**src/design/kas_pkg.sv**
```systemverilog
`timescale 1ns / 1ps

package kas_pkg;

    // width of the time arithmetic, 16 to 32; timestamps wrap at 2^TIME_BITS
    localparam int TIME_BITS = 32;
    localparam int NOW_BITS  = 32;
    localparam int VAL_BITS  = 16;
    localparam int IDX_BITS  = 3;

    typedef logic [TIME_BITS-1:0] time_t;
    typedef logic [VAL_BITS-1:0]  val_t;

    // signed sum wide enough for target plus or minus a step
    typedef logic signed [VAL_BITS+1:0] sum_t;

    typedef enum logic [IDX_BITS-1:0] {
        REG_DEBOUNCE   = 3'd0,
        REG_LONGPRESS  = 3'd1,
        REG_REPEAT     = 3'd2,
        REG_SHORT_STEP = 3'd3,
        REG_LONG_STEP  = 3'd4,
        REG_MIN_TARGET = 3'd5,
        REG_MAX_TARGET = 3'd6
    } reg_idx_t;

    localparam val_t RST_DEBOUNCE   = 16'd20;
    localparam val_t RST_LONGPRESS  = 16'd500;
    localparam val_t RST_REPEAT     = 16'd120;
    localparam val_t RST_SHORT_STEP = 16'd500;
    localparam val_t RST_LONG_STEP  = 16'd200;
    localparam val_t RST_MIN_TARGET = 16'd16667;
    localparam val_t RST_MAX_TARGET = 16'd50000;
    localparam val_t RST_TARGET     = 16'd30000;

    localparam logic CMD_POLL = 1'b0;
    localparam logic CMD_SET  = 1'b1;

    // timing settings seen by each key lane
    typedef struct packed {
        val_t debounce_ms;
        val_t longpress_ms;
        val_t repeat_ms;
    } lane_cfg_t;

    // step settings and clamp range seen by the merge stage
    typedef struct packed {
        val_t short_step_mhz;
        val_t long_step_mhz;
        val_t min_target_mhz;
        val_t max_target_mhz;
    } step_cfg_t;

    // step request from one key lane
    typedef struct packed {
        logic fire;
        logic use_long;
    } step_t;

    typedef struct packed {
        val_t speed_target_mhz;
        logic target_updated;
    } result_t;

    function automatic val_t clamp_target(sum_t x, val_t lo, val_t hi);
        val_t r;
        if (x < $signed({2'b00, lo})) begin
            r = lo;
        end else if (x > $signed({2'b00, hi})) begin
            r = hi;
        end else begin
            r = x[VAL_BITS-1:0];
        end
        return r;
    endfunction

endpackage

```
**src/design/kas_in_if.sv**
```systemverilog
`timescale 1ns / 1ps

interface kas_in_if import kas_pkg::*; ();
    logic                valid;
    logic                ready;
    logic                command;
    logic [NOW_BITS-1:0] now_ms;
    logic                up_pressed;
    logic                down_pressed;
    val_t                set_value;

    modport source (output valid, command, now_ms, up_pressed, down_pressed, set_value,
                    input ready);
    modport sink (input valid, command, now_ms, up_pressed, down_pressed, set_value,
                  output ready);
endinterface

```
**src/design/kas_out_if.sv**
```systemverilog
`timescale 1ns / 1ps

interface kas_out_if import kas_pkg::*; ();
    logic valid;
    logic ready;
    val_t speed_target_mhz;
    logic target_updated;

    modport source (output valid, speed_target_mhz, target_updated, input ready);
    modport sink (input valid, speed_target_mhz, target_updated, output ready);
endinterface

```
**src/design/kas_cfg_if.sv**
```systemverilog
`timescale 1ns / 1ps

interface kas_cfg_if import kas_pkg::*; ();
    logic                valid;
    logic                ready;
    logic [IDX_BITS-1:0] index;
    val_t                data;

    modport source (output valid, index, data, input ready);
    modport sink (input valid, index, data, output ready);
endinterface

```
**src/design/kas_lane.sv**
```systemverilog
`timescale 1ns / 1ps

module kas_lane import kas_pkg::*; (
    input  logic      clk,
    input  logic      rst_n,
    input  logic      poll,
    input  time_t     now,
    input  logic      pressed,
    input  lane_cfg_t cfg,
    output step_t     step
);

    logic  stable_reg, stable_next;
    logic  repeat_on_reg, repeat_on_next;
    time_t debounce_start_reg, debounce_start_next;
    time_t press_start_reg, press_start_next;
    time_t repeat_start_reg, repeat_start_next;

    time_t since_debounce;
    time_t since_press;
    time_t since_repeat;

    assign since_debounce = now - debounce_start_reg;
    assign since_press    = now - press_start_reg;
    assign since_repeat   = now - repeat_start_reg;

    always_comb
    begin
        stable_next         = stable_reg;
        repeat_on_next      = repeat_on_reg;
        debounce_start_next = debounce_start_reg;
        press_start_next    = press_start_reg;
        repeat_start_next   = repeat_start_reg;
        step                = '0;
        if (!pressed) begin
            stable_next         = 1'b0;
            repeat_on_next      = 1'b0;
            debounce_start_next = now;
            press_start_next    = '0;
            repeat_start_next   = '0;
        end else if (!stable_reg) begin
            if (since_debounce >= time_t'(cfg.debounce_ms)) begin
                stable_next       = 1'b1;
                repeat_on_next    = 1'b0;
                press_start_next  = now;
                repeat_start_next = now;
                step.fire         = 1'b1;
            end
        end else if (!repeat_on_reg) begin
            // entering auto-repeat only restarts the interval
            if (since_press >= time_t'(cfg.longpress_ms)) begin
                repeat_on_next    = 1'b1;
                repeat_start_next = now;
            end
        end else if (since_repeat >= time_t'(cfg.repeat_ms)) begin
            repeat_start_next = now;
            step.fire         = 1'b1;
            step.use_long     = 1'b1;
        end
    end

    always_ff @(posedge clk or negedge rst_n)
    begin
        if (!rst_n) begin
            stable_reg         <= 1'b0;
            repeat_on_reg      <= 1'b0;
            debounce_start_reg <= '0;
            press_start_reg    <= '0;
            repeat_start_reg   <= '0;
        end else if (poll) begin
            stable_reg         <= stable_next;
            repeat_on_reg      <= repeat_on_next;
            debounce_start_reg <= debounce_start_next;
            press_start_reg    <= press_start_next;
            repeat_start_reg   <= repeat_start_next;
        end
    end

endmodule

```
**src/design/kas_merge.sv**
```systemverilog
`timescale 1ns / 1ps

module kas_merge import kas_pkg::*; (
    input  logic      clk,
    input  logic      rst_n,
    input  logic      accept,
    input  logic      command,
    input  val_t      set_value,
    input  step_t     up_step,
    input  step_t     dn_step,
    input  step_cfg_t cfg,
    output logic      in_ready,
    kas_out_if.source res
);

    val_t    target_reg, target_next;
    result_t out_reg, out_next;
    logic    out_valid_reg;
    result_t skid_reg;
    logic    skid_valid_reg;

    val_t up_amt, dn_amt;
    sum_t up_sum, dn_sum;
    val_t after_up;
    logic taken;

    assign up_amt = up_step.use_long ? cfg.long_step_mhz : cfg.short_step_mhz;
    assign dn_amt = dn_step.use_long ? cfg.long_step_mhz : cfg.short_step_mhz;

    // up key first, each step clamped on its own
    assign up_sum   = $signed({2'b00, target_reg}) + $signed({2'b00, up_amt});
    assign after_up = up_step.fire
                    ? clamp_target(up_sum, cfg.min_target_mhz, cfg.max_target_mhz)
                    : target_reg;
    assign dn_sum   = $signed({2'b00, after_up}) - $signed({2'b00, dn_amt});

    always_comb
    begin
        if (command == CMD_SET) begin
            target_next = clamp_target($signed({2'b00, set_value}),
                                       cfg.min_target_mhz, cfg.max_target_mhz);
            out_next.target_updated = 1'b0;
        end else begin
            target_next = dn_step.fire
                        ? clamp_target(dn_sum, cfg.min_target_mhz, cfg.max_target_mhz)
                        : after_up;
            out_next.target_updated = up_step.fire | dn_step.fire;
        end
        out_next.speed_target_mhz = target_next;
    end

    assign taken    = out_valid_reg & res.ready;
    assign in_ready = ~skid_valid_reg;

    assign res.valid            = out_valid_reg;
    assign res.speed_target_mhz = out_reg.speed_target_mhz;
    assign res.target_updated   = out_reg.target_updated;

    always_ff @(posedge clk or negedge rst_n)
    begin
        if (!rst_n) begin
            target_reg     <= RST_TARGET;
            out_valid_reg  <= 1'b0;
            skid_valid_reg <= 1'b0;
        end else begin
            if (accept) begin
                target_reg <= target_next;
            end
            if (taken) begin
                if (skid_valid_reg) begin
                    skid_valid_reg <= 1'b0;
                end else begin
                    out_valid_reg <= accept;
                end
            end else if (accept) begin
                if (out_valid_reg) begin
                    skid_valid_reg <= 1'b1;
                end else begin
                    out_valid_reg <= 1'b1;
                end
            end
        end
    end

    always_ff @(posedge clk)
    begin
        if (taken && skid_valid_reg) begin
            out_reg <= skid_reg;
        end else if (accept && (taken || !out_valid_reg)) begin
            out_reg <= out_next;
        end
        if (accept && out_valid_reg && !taken) begin
            skid_reg <= out_next;
        end
    end

endmodule

```
**src/design/key_autorepeat_speed_stepper.sv**
```systemverilog
`timescale 1ns / 1ps
// result: each taken poll or set beat gives one registered result beat
// throughput: one item per cycle while the skid register is empty; the limit
//   is the target loop, two clamped adds (up then down) back into the target register
// reset: settings return to their defaults, target to 30000 mHz, key states
//   clear; the block is ready for items as soon as reset is released

module key_autorepeat_speed_stepper import kas_pkg::*; (
    input  logic      clk,
    input  logic      rst_n,
    kas_in_if.sink    item,
    kas_cfg_if.sink   cfg,
    kas_out_if.source result
);

    // setting registers
    val_t debounce_reg;
    val_t longpress_reg;
    val_t repeat_reg;
    val_t short_step_reg;
    val_t long_step_reg;
    val_t min_target_reg;
    val_t max_target_reg;

    lane_cfg_t lane_cfg;
    step_cfg_t step_cfg;

    logic  accept;
    logic  poll;
    time_t now;
    step_t up_step;
    step_t dn_step;
    logic  in_ready;

    // settings are always writable
    assign cfg.ready = 1'b1;

    always_ff @(posedge clk or negedge rst_n)
    begin
        if (!rst_n) begin
            debounce_reg   <= RST_DEBOUNCE;
            longpress_reg  <= RST_LONGPRESS;
            repeat_reg     <= RST_REPEAT;
            short_step_reg <= RST_SHORT_STEP;
            long_step_reg  <= RST_LONG_STEP;
            min_target_reg <= RST_MIN_TARGET;
            max_target_reg <= RST_MAX_TARGET;
        end else if (cfg.valid) begin
            case (cfg.index)
                REG_DEBOUNCE:   debounce_reg   <= cfg.data;
                REG_LONGPRESS:  longpress_reg  <= cfg.data;
                REG_REPEAT:     repeat_reg     <= cfg.data;
                REG_SHORT_STEP: short_step_reg <= cfg.data;
                REG_LONG_STEP:  long_step_reg  <= cfg.data;
                REG_MIN_TARGET: min_target_reg <= cfg.data;
                REG_MAX_TARGET: max_target_reg <= cfg.data;
                default:        ; // unmapped index, write dropped
            endcase
        end
    end

    assign lane_cfg.debounce_ms  = debounce_reg;
    assign lane_cfg.longpress_ms = longpress_reg;
    assign lane_cfg.repeat_ms    = repeat_reg;

    assign step_cfg.short_step_mhz = short_step_reg;
    assign step_cfg.long_step_mhz  = long_step_reg;
    assign step_cfg.min_target_mhz = min_target_reg;
    assign step_cfg.max_target_mhz = max_target_reg;

    assign item.ready = in_ready;
    assign accept     = item.valid & in_ready;

    // key states only move on a poll beat; a set beat leaves them alone
    assign poll = accept & (item.command == CMD_POLL);

    // only the low time bits take part in elapsed-time math
    assign now = item.now_ms[TIME_BITS-1:0];

    // one lane per key, both judge the same timestamp side by side
    kas_lane u_lane_up (
        .clk     (clk),
        .rst_n   (rst_n),
        .poll    (poll),
        .now     (now),
        .pressed (item.up_pressed),
        .cfg     (lane_cfg),
        .step    (up_step)
    );

    kas_lane u_lane_dn (
        .clk     (clk),
        .rst_n   (rst_n),
        .poll    (poll),
        .now     (now),
        .pressed (item.down_pressed),
        .cfg     (lane_cfg),
        .step    (dn_step)
    );

    // merge applies up then down to the shared target, output reg plus skid
    kas_merge u_merge (
        .clk       (clk),
        .rst_n     (rst_n),
        .accept    (accept),
        .command   (item.command),
        .set_value (item.set_value),
        .up_step   (up_step),
        .dn_step   (dn_step),
        .cfg       (step_cfg),
        .in_ready  (in_ready),
        .res       (result)
    );

endmodule

```
**src/flat_wrapper.sv**
```systemverilog
// flat-port wrapper written by rule: the top's interface ports become plain ports
module key_autorepeat_speed_stepper_flat import kas_pkg::*;
  (clk, rst_n, item_valid, item_command, item_now_ms, item_up_pressed, item_down_pressed, item_set_value, item_ready, cfg_valid, cfg_index, cfg_data, cfg_ready, result_valid, result_speed_target_mhz, result_target_updated, result_ready);
  kas_in_if item_i ();
  kas_cfg_if cfg_i ();
  kas_out_if result_i ();
  input  logic clk;
  input  logic rst_n;
  input wire logic [$bits(item_i.valid)-1:0] item_valid;
  input wire logic [$bits(item_i.command)-1:0] item_command;
  input wire logic [$bits(item_i.now_ms)-1:0] item_now_ms;
  input wire logic [$bits(item_i.up_pressed)-1:0] item_up_pressed;
  input wire logic [$bits(item_i.down_pressed)-1:0] item_down_pressed;
  input wire logic [$bits(item_i.set_value)-1:0] item_set_value;
  output wire logic [$bits(item_i.ready)-1:0] item_ready;
  input wire logic [$bits(cfg_i.valid)-1:0] cfg_valid;
  input wire logic [$bits(cfg_i.index)-1:0] cfg_index;
  input wire logic [$bits(cfg_i.data)-1:0] cfg_data;
  output wire logic [$bits(cfg_i.ready)-1:0] cfg_ready;
  output wire logic [$bits(result_i.valid)-1:0] result_valid;
  output wire logic [$bits(result_i.speed_target_mhz)-1:0] result_speed_target_mhz;
  output wire logic [$bits(result_i.target_updated)-1:0] result_target_updated;
  input wire logic [$bits(result_i.ready)-1:0] result_ready;
  assign item_i.valid = item_valid;
  assign item_i.command = item_command;
  assign item_i.now_ms = item_now_ms;
  assign item_i.up_pressed = item_up_pressed;
  assign item_i.down_pressed = item_down_pressed;
  assign item_i.set_value = item_set_value;
  assign item_ready = item_i.ready;
  assign cfg_i.valid = cfg_valid;
  assign cfg_i.index = cfg_index;
  assign cfg_i.data = cfg_data;
  assign cfg_ready = cfg_i.ready;
  assign result_valid = result_i.valid;
  assign result_speed_target_mhz = result_i.speed_target_mhz;
  assign result_target_updated = result_i.target_updated;
  assign result_i.ready = result_ready;
  key_autorepeat_speed_stepper u_core (.clk(clk), .rst_n(rst_n), .item(item_i), .cfg(cfg_i), .result(result_i));
endmodule
```
**config.mk**
```make
export PLATFORM = sky130hd
export DESIGN_NAME = key_autorepeat_speed_stepper_flat
export DESIGN_NICKNAME = d
export VERILOG_FILES = /design/src/design/kas_pkg.sv /design/src/design/kas_in_if.sv /design/src/design/kas_out_if.sv /design/src/design/kas_cfg_if.sv /design/src/design/kas_lane.sv /design/src/design/kas_merge.sv /design/src/design/key_autorepeat_speed_stepper.sv /design/src/flat_wrapper.sv
export SDC_FILE = /design/constraint.sdc
export NUM_CORES = 1
export LEC_CHECK = 0
export ABC_AREA = 0
export BUFFER_PORTS_ARGS = -buffer_cell sky130_fd_sc_hd__buf_2
export CAP_MARGIN = 20
export CORE_AREA = 8 8 356 254
export DETAILED_ROUTE_END_ITERATION = 12
export DIE_AREA = 0 0 364 262
export PLACE_DENSITY = 0.55
export SLEW_MARGIN = 5
export SYNTH_ARGS = -nofsm -noshare
export SYNTH_HDL_FRONTEND = slang
export SYNTH_SLANG_ARGS = --single-unit
export TNS_END_PERCENT = 10
```
**constraint.sdc**
```tcl
create_clock -name clk -period 16.65 [get_ports clk]
set_input_delay 4.1625 -clock clk [delete_from_list [all_inputs] [get_ports clk]]
set_output_delay 4.1625 -clock clk [all_outputs]
set_load 0.02 [all_outputs]
```
# Word-level counts from Yosys, hierarchy flattened
# Cells that the tools add are included.
dict set report totals {
  word_cells 159
  inputBits 75
  out_inout_bits 20
  ff_bits 360
}
dict set report op_classes {
  mux 62
  reduce_logical 28
  bitwise 8
  eq_ne 17
  addsub 8
  magnitude_cmp 12
}
# cell n
set op_table {}
lappend op_table {{2-to-1 mux 32 bit} 16}
lappend op_table {{greater-or-equal comparator 32 x 16 -> 1 bit} 6}
lappend op_table {{subtractor 32 bit} 6}
lappend op_table {{2-to-1 mux 16 bit} 11}
lappend op_table {{2-to-1 mux 17 bit} 2}
lappend op_table {{2-to-1 mux 1 bit} 27}
lappend op_table {{AND reduction 2 bit} 13}
lappend op_table {{adder 16 x 16 -> 17 bit} 1}
lappend op_table {{greater-than comparator 17 x 16 -> 1 bit} 1}
lappend op_table {{greater-than comparator 17 bit} 1}
lappend op_table {{less-than comparator 17 x 16 -> 1 bit} 1}
lappend op_table {{less-than comparator 17 bit} 1}
lappend op_table {{subtractor 16 x 16 -> 17 bit} 1}
lappend op_table {{greater-than comparator 16 bit} 1}
lappend op_table {{less-than comparator 16 bit} 1}
lappend op_table {{2-to-1 mux 2 bit} 6}
lappend op_table {{== test 3 bit, second input constant} 3}
lappend op_table {{inequality test 4 x 2 -> 1 bit, second input constant} 2}
lappend op_table {{inequality test 4 x 3 -> 1 bit, second input constant} 2}
lappend op_table {{AND reduction 4 bit} 2}
lappend op_table {{== test 3 x 2 -> 1 bit, second input constant} 2}
lappend op_table {{inequality test 2 bit, second input constant} 3}
lappend op_table {{inequality test 3 x 1 -> 1 bit, second input constant} 2}
lappend op_table {{AND reduction 3 bit} 2}
lappend op_table {{10 further kinds} 22}

# Longest topological paths before layout
dict set report depth {
  depth_word 20
  depth_mapped 66
}

# Hierarchy
# From an unflattened synthesis, not the netlist that was laid out.
dict set report unflattened {
  hier_cells 4318
  hier_area_um2 36414.9
}
# module area_each_um2 seq_area_each_um2 instances cells_per_inst
set by_module_without_submodules {}
lappend by_module_without_submodules {{kas_lane at u_core.u_lane_dn} 12738.5 2452.4 1 1589}
lappend by_module_without_submodules {{kas_lane at u_core.u_lane_up} 11781.3 2452.4 1 1586}
lappend by_module_without_submodules {kas_merge 7524.7 1480.2 1 894}
lappend by_module_without_submodules {key_autorepeat_speed_stepper 4370.4 2844.0 1 249}

# Worst setup path after synthesis
# Ideal clock, no wire load.
dict set report synth_timing {
  kind {input-to-reg}
  from {input port item_now_ms[0]}
  to {register u_core.u_merge.out_reg, in the netlist u_core.u_merge.res.speed_target_mhz[13] (data pin)}
  setup_slack_ns 0.696
  t_arrival_ns 15.695
  stages 61
  n_path_buf 5
  setup_ns 0.259
  path_cell_list {inv_1 > ha_1 > fa_1 > nand2b_1 > a21oi_1 > o211a_1 > nor2_1 > o21ai_0 > xor2_1 > ha_1 > o2111ai_1 > nor3_1 > nand2_1 > o2111ai_1 > nor4_1 > o2111ai_1 > or4_4 > nor2b_4 > [25 not listed] > a21o_1 > a21oi_1 > nor2b_1 > a31oi_1 > a31oi_1 > o21ai_0 > xnor2_1 > ha_1 > and4_1 > o21ai_0 > o21ai_0 > a21oi_1 > nor2_1 > clkbuf_1 > mux2i_1 > nor2_1 > nor3_1 > a21oi_1}
}
dict set report synth_via {
  elab_chain_cells 20
  elab_cells_between_ends 37
}
# item line_no
set synth_lines {}
lappend synth_lines {{start, declared} flat_wrapper.sv:11} ;# input wire logic [$bits(item_i.now_ms)-1:0] item_now_ms;
lappend synth_lines {{subtractor 32 bit} kas_lane.sv:25} ;# assign since_repeat = now - repeat_start_reg;
lappend synth_lines {{greater-or-equal comparator 32 x 16 -> 1 bit} kas_lane.sv:55} ;# end else if (since_repeat >= time_t'(cfg.repeat_ms)) begin
lappend synth_lines {{2-to-1 mux 2 bit} kas_lane.sv:55}
lappend synth_lines {{2-to-1 mux 2 bit} kas_lane.sv:49} ;# end else if (!repeat_on_reg) begin
lappend synth_lines {{2-to-1 mux 1 bit} kas_lane.sv:41} ;# end else if (!stable_reg) begin
lappend synth_lines {{2-to-1 mux 2 bit} kas_lane.sv:35} ;# if (!pressed) begin
lappend synth_lines {{2-to-1 mux 16 bit} kas_merge.sv:27} ;# assign up_amt = up_step.use_long ? cfg.long_step_mhz : cfg.short_step_mhz;
lappend synth_lines {{adder 16 x 16 -> 17 bit} kas_merge.sv:31} ;# assign up_sum = $signed({2'b00, target_reg}) + $signed({2'b00, up_amt});
lappend synth_lines {{[4 not listed]} --}
lappend synth_lines {{subtractor 16 x 16 -> 17 bit} kas_merge.sv:35} ;# assign dn_sum = $signed({2'b00, after_up}) - $signed({2'b00, dn_amt});
lappend synth_lines {{greater-than comparator 17 bit} kas_pkg.sv:69} ;# end else if (x > $signed({2'b00, hi})) begin
lappend synth_lines {{2-to-1 mux 16 bit} kas_pkg.sv:69}
lappend synth_lines {{2-to-1 mux 16 bit} kas_pkg.sv:67} ;# if (x < $signed({2'b00, lo})) begin
lappend synth_lines {{2-to-1 mux 16 bit *} kas_merge.sv:45} ;# ? clamp_target(dn_sum, cfg.min_target_mhz, cfg.max_target_mhz)
lappend synth_lines {{2-to-1 mux 16 bit *} kas_merge.sv:39} ;# if (command == CMD_SET) begin
lappend synth_lines {{2-to-1 mux 17 bit *} kas_merge.sv:89} ;# end else if (accept && (taken || !out_valid_reg)) begin
lappend synth_lines {{2-to-1 mux 17 bit *} kas_merge.sv:87} ;# if (taken && skid_valid_reg) begin
lappend synth_lines {{end signal, assigned} kas_merge.sv:88} ;# out_reg <= skid_reg;
lappend synth_lines {{end signal, assigned} kas_merge.sv:90} ;# out_reg <= out_next;
lappend synth_lines {{end, declared} kas_merge.sv:17} ;# result_t out_reg, out_next;
# Mark *: on every way between the ends. The rest lies on a longest branch, timed or not. The select of a mux whose other input is x is not followed.
# A chain may end at the register's enable or synchronous reset.

==> out/metrics.yaml <==
logic_synthesis:
  yosys_most_used_dff: "dfrtp_1"
  synth_edf_count: 34
  ys_types: 116
  ys_seq_elements: 360
  synthCells: 4127
  syn_area_sq_um: 34400
  syn_area_per_cell_sq_um: 8.33
  yosysWarnings: 0
  ys_seq_area_share_pct: 26.9
  ys_async_sr_fraction_pct: 90.6
  synth_nets: 4617
floorplan:
  io_pins: 95
  coreArea_sq_um: 85000
  num_rows: 90
  initial_core_util_pct: 40.4
  die_y_um: 262
  die_w_um: 364
  die_area_sq_um: 95400
clock_network:
  clock_latency_ns: 0.60
  cts_made_buffers: 42
  cts_sinks: 360
  cts_tree: "built"
  clk_pin_slew_ns: 0.06
  cts.path.max_buffers: 3
  htree_levels: 2
  root_buffer: "clkbuf_16"
routing:
  dr.pass1.iters: 6
  wl_mm: 129
  antenna_left: 0
  wl_per_cell_um: 23.7
  via_count: 32200
  drtIter0Drc: 3308
  viasPerCell: 5.94
  route.detailed.drc: 0
sta:
  period_minus_slack_ns: 15.93
  setup_violations: 0
  maxSlewViolCount: 0
  timing.fmax_mhz: 62.8
  holdWs_ns: 0.492
  slew-limit-headroom_pct: 27.1
  post-route-period-util_pct: 95.7
  clock_skew_ns: 0.0341
  hold_viol: 0
  worstMarginPinSlew_ns: 1.09
worst_setup_path:
  critical_path_arrival_ns: 16.36
  critical_path_class: "in -> reg"
  worstPathMaxFanout: 15
  cp.required_ns: 17.08
  startpoint_type: "primary input"
  r2r_slack_ns: 4.13
  slowest_stage: "or4_4"
  critPathMaxStageDelay_ns: 0.56
  critPathCaptureType: "register"
global_routing:
  track_usage_pct: 26.4
  grt_pass1_vias: 29700
  overflow: 0
  antenna_found_initial: 7
  grt_pass1_wl_mm: 193
  grt_max_degree: 93
min_path:
  hold_path.class: "reg -> reg"
finish:
  layout-drive-gt1-share_pct: 14.5
  area_delta_synth_final_pct: 11.5
  nNetsFinal: 4731
  fillers: 8429
placement:
  hpwl_mm: 103
  io_buffers: 93
  gp_congestion: 1.07
run_status:
  status: "finished, final reports clean"
job:
  maxCapViolations: 0
[synthesized netlist by cell type, drive strengths merged (34+ instances only)]
library cell	count	share of area [%]
a211oi	59	1.3
a21o	79	1.7
a21oi	292	4.3
a31oi	41	0.80
and2	77	1.4
clkbuf	136	1.5
dfrtp	286	21
dfstp	40	3.1
edfxtp	34	3.0
ha	407	15
inv	363	4.0
mux2	164	5.4
mux2i	79	2.3
nand2	412	4.5
nand2b	44	0.82
nand3	149	2.2
nand4	69	1.3
nor2	233	2.6
nor2b	36	0.68
nor3	72	1.1
o211ai	42	0.92
o21a	56	1.2
o21ai	341	5.0
xnor2	95	2.4
xor2	45	1.1
[worst max-delay path: cells and delay by family]
kind,cells,cell delay [ns]
AO/OA/AOI/OAI,21,3.85
XOR/XNOR,2,0.25
adder cells (fa/ha/maj),7,2.19
buffers and inverters,8,1.24
multiplexers,5,1.24
AND/OR/NAND/NOR,17,3.42
[metal layers]
metal / GRT usage, % / vias to the layer above / wire, um
met3: 7.83 / 120 / 14600
met2: 35.1 / 1380 / 48600
met1: 41.4 / 15500 / 63400
li1: - / 15200 / -
met4: 4.95 / 0 / 2150
met5: 0 / - / 0
[layout by cell type (no fill, tap or decap), types with 15 or more instances in the layout]
cell       netlist  layout
nand2_1        410     410
ha_1           407     407
inv_1          362     362
o21ai_0        320     314
dfrtp_1        286     286
a21oi_1        287     284
nor2_1         230     227
nand3_1        148     148
mux2_2         140     140
buf_4            6     140
xnor2_1         95      93
buf_2           13      92
a21o_1          79      79
and2_1          77      77
mux2i_1         75      72
nand4_1         69      69
nor3_1          69      66
a211oi_1        59      59
o21a_1          56      56
nand2b_1        43      43
xor2_1          45      43
o211ai_1        42      42
clkbuf_16        0      42
dfstp_2         40      40
a31oi_1         38      37
nor2b_1         35      35
edfxtp_1        34      34
o21bai_1        33      33
or3b_2          30      30
o31ai_1         24      24
mux2_1          24      24
o21ai_1         20      23
or3_1           21      21
o22ai_1         19      19
and3_1          21      19
a2111oi_0       20      17
o2111ai_1       19      16
nor4_1          17      15
o221ai_1        15      15
[final timing paths]
path                                                        from                                      to  cells past startpoint
min in group asynchronous                                  rst_n  u_core.u_lane_up.debounce_start_reg[4]                      1
min reg2reg                u_core.u_lane_up.repeat_start_reg[10]   u_core.u_lane_up.repeat_start_reg[10]                      1
max                                               item_now_ms[0]              u_core.u_merge.skid_reg[6]                     60
max reg2reg                 u_core.u_lane_up.repeat_start_reg[0]              u_core.u_merge.skid_reg[6]                     58
min                        u_core.u_lane_up.repeat_start_reg[10]   u_core.u_lane_up.repeat_start_reg[10]                      1
max in group asynchronous                                  rst_n   u_core.u_lane_up.repeat_start_reg[25]                      3
[area by class of cell]
class / instances / area (sq um) / area share [%]
clock inverter: 14 / 184 / 0.480
clock buffer: 62 / 1250 / 3.25
multi-input combinational: 3236 / 23300 / 60.7
timing repair buffer: 238 / 1600 / 4.19
sequential: 360 / 9230 / 24.1
inverter: 363 / 1360 / 3.56
tap: 1150 / 1440 / 3.75
antenna: 2 / 5.00 / 0.0131
[timing repair]
action,CTS,global route
endpoints found under the setup margin,0,48
hold buffers,0,0
gates resized for setup,0,36
setup buffers,0,1
[stage by stage]
step	instance area, sq um	TNS (ns)	utilization [%]	worst slack [ns]	std cells
5_1_grt	38300	-0.0325	45.1	-0.0178	5423
4_1_cts	38100	0	44.9	0.284	5421
3_5_place_dp	36700	-7.30	43.2	-0.284	5345
6_report	38300	0	45.1	0.722	5425
2_1_floorplan	34400	0	-	0.696	4127
3_3_place_gp	36700	0	43.2	0.0948	5344
[logic make-up (layout without fill, tap and decap cells)]
group,after synthesis,after routing,synth area share [%]
buffers and inverters,531,677,6.12
multiplexers,243,243,7.72
adder cells (fa/ha/maj),415,415,15.3
AND/OR/NAND/NOR,1244,1244,17.9
other,1,3,0.0109
AO/OA/AOI/OAI,1193,1193,22.6
flip-flops,360,360,26.9
XOR/XNOR,140,140,3.57
Power is not shown: default switching activity piles up to over one toggle a cycle in this logic, so the estimate is an artifact.
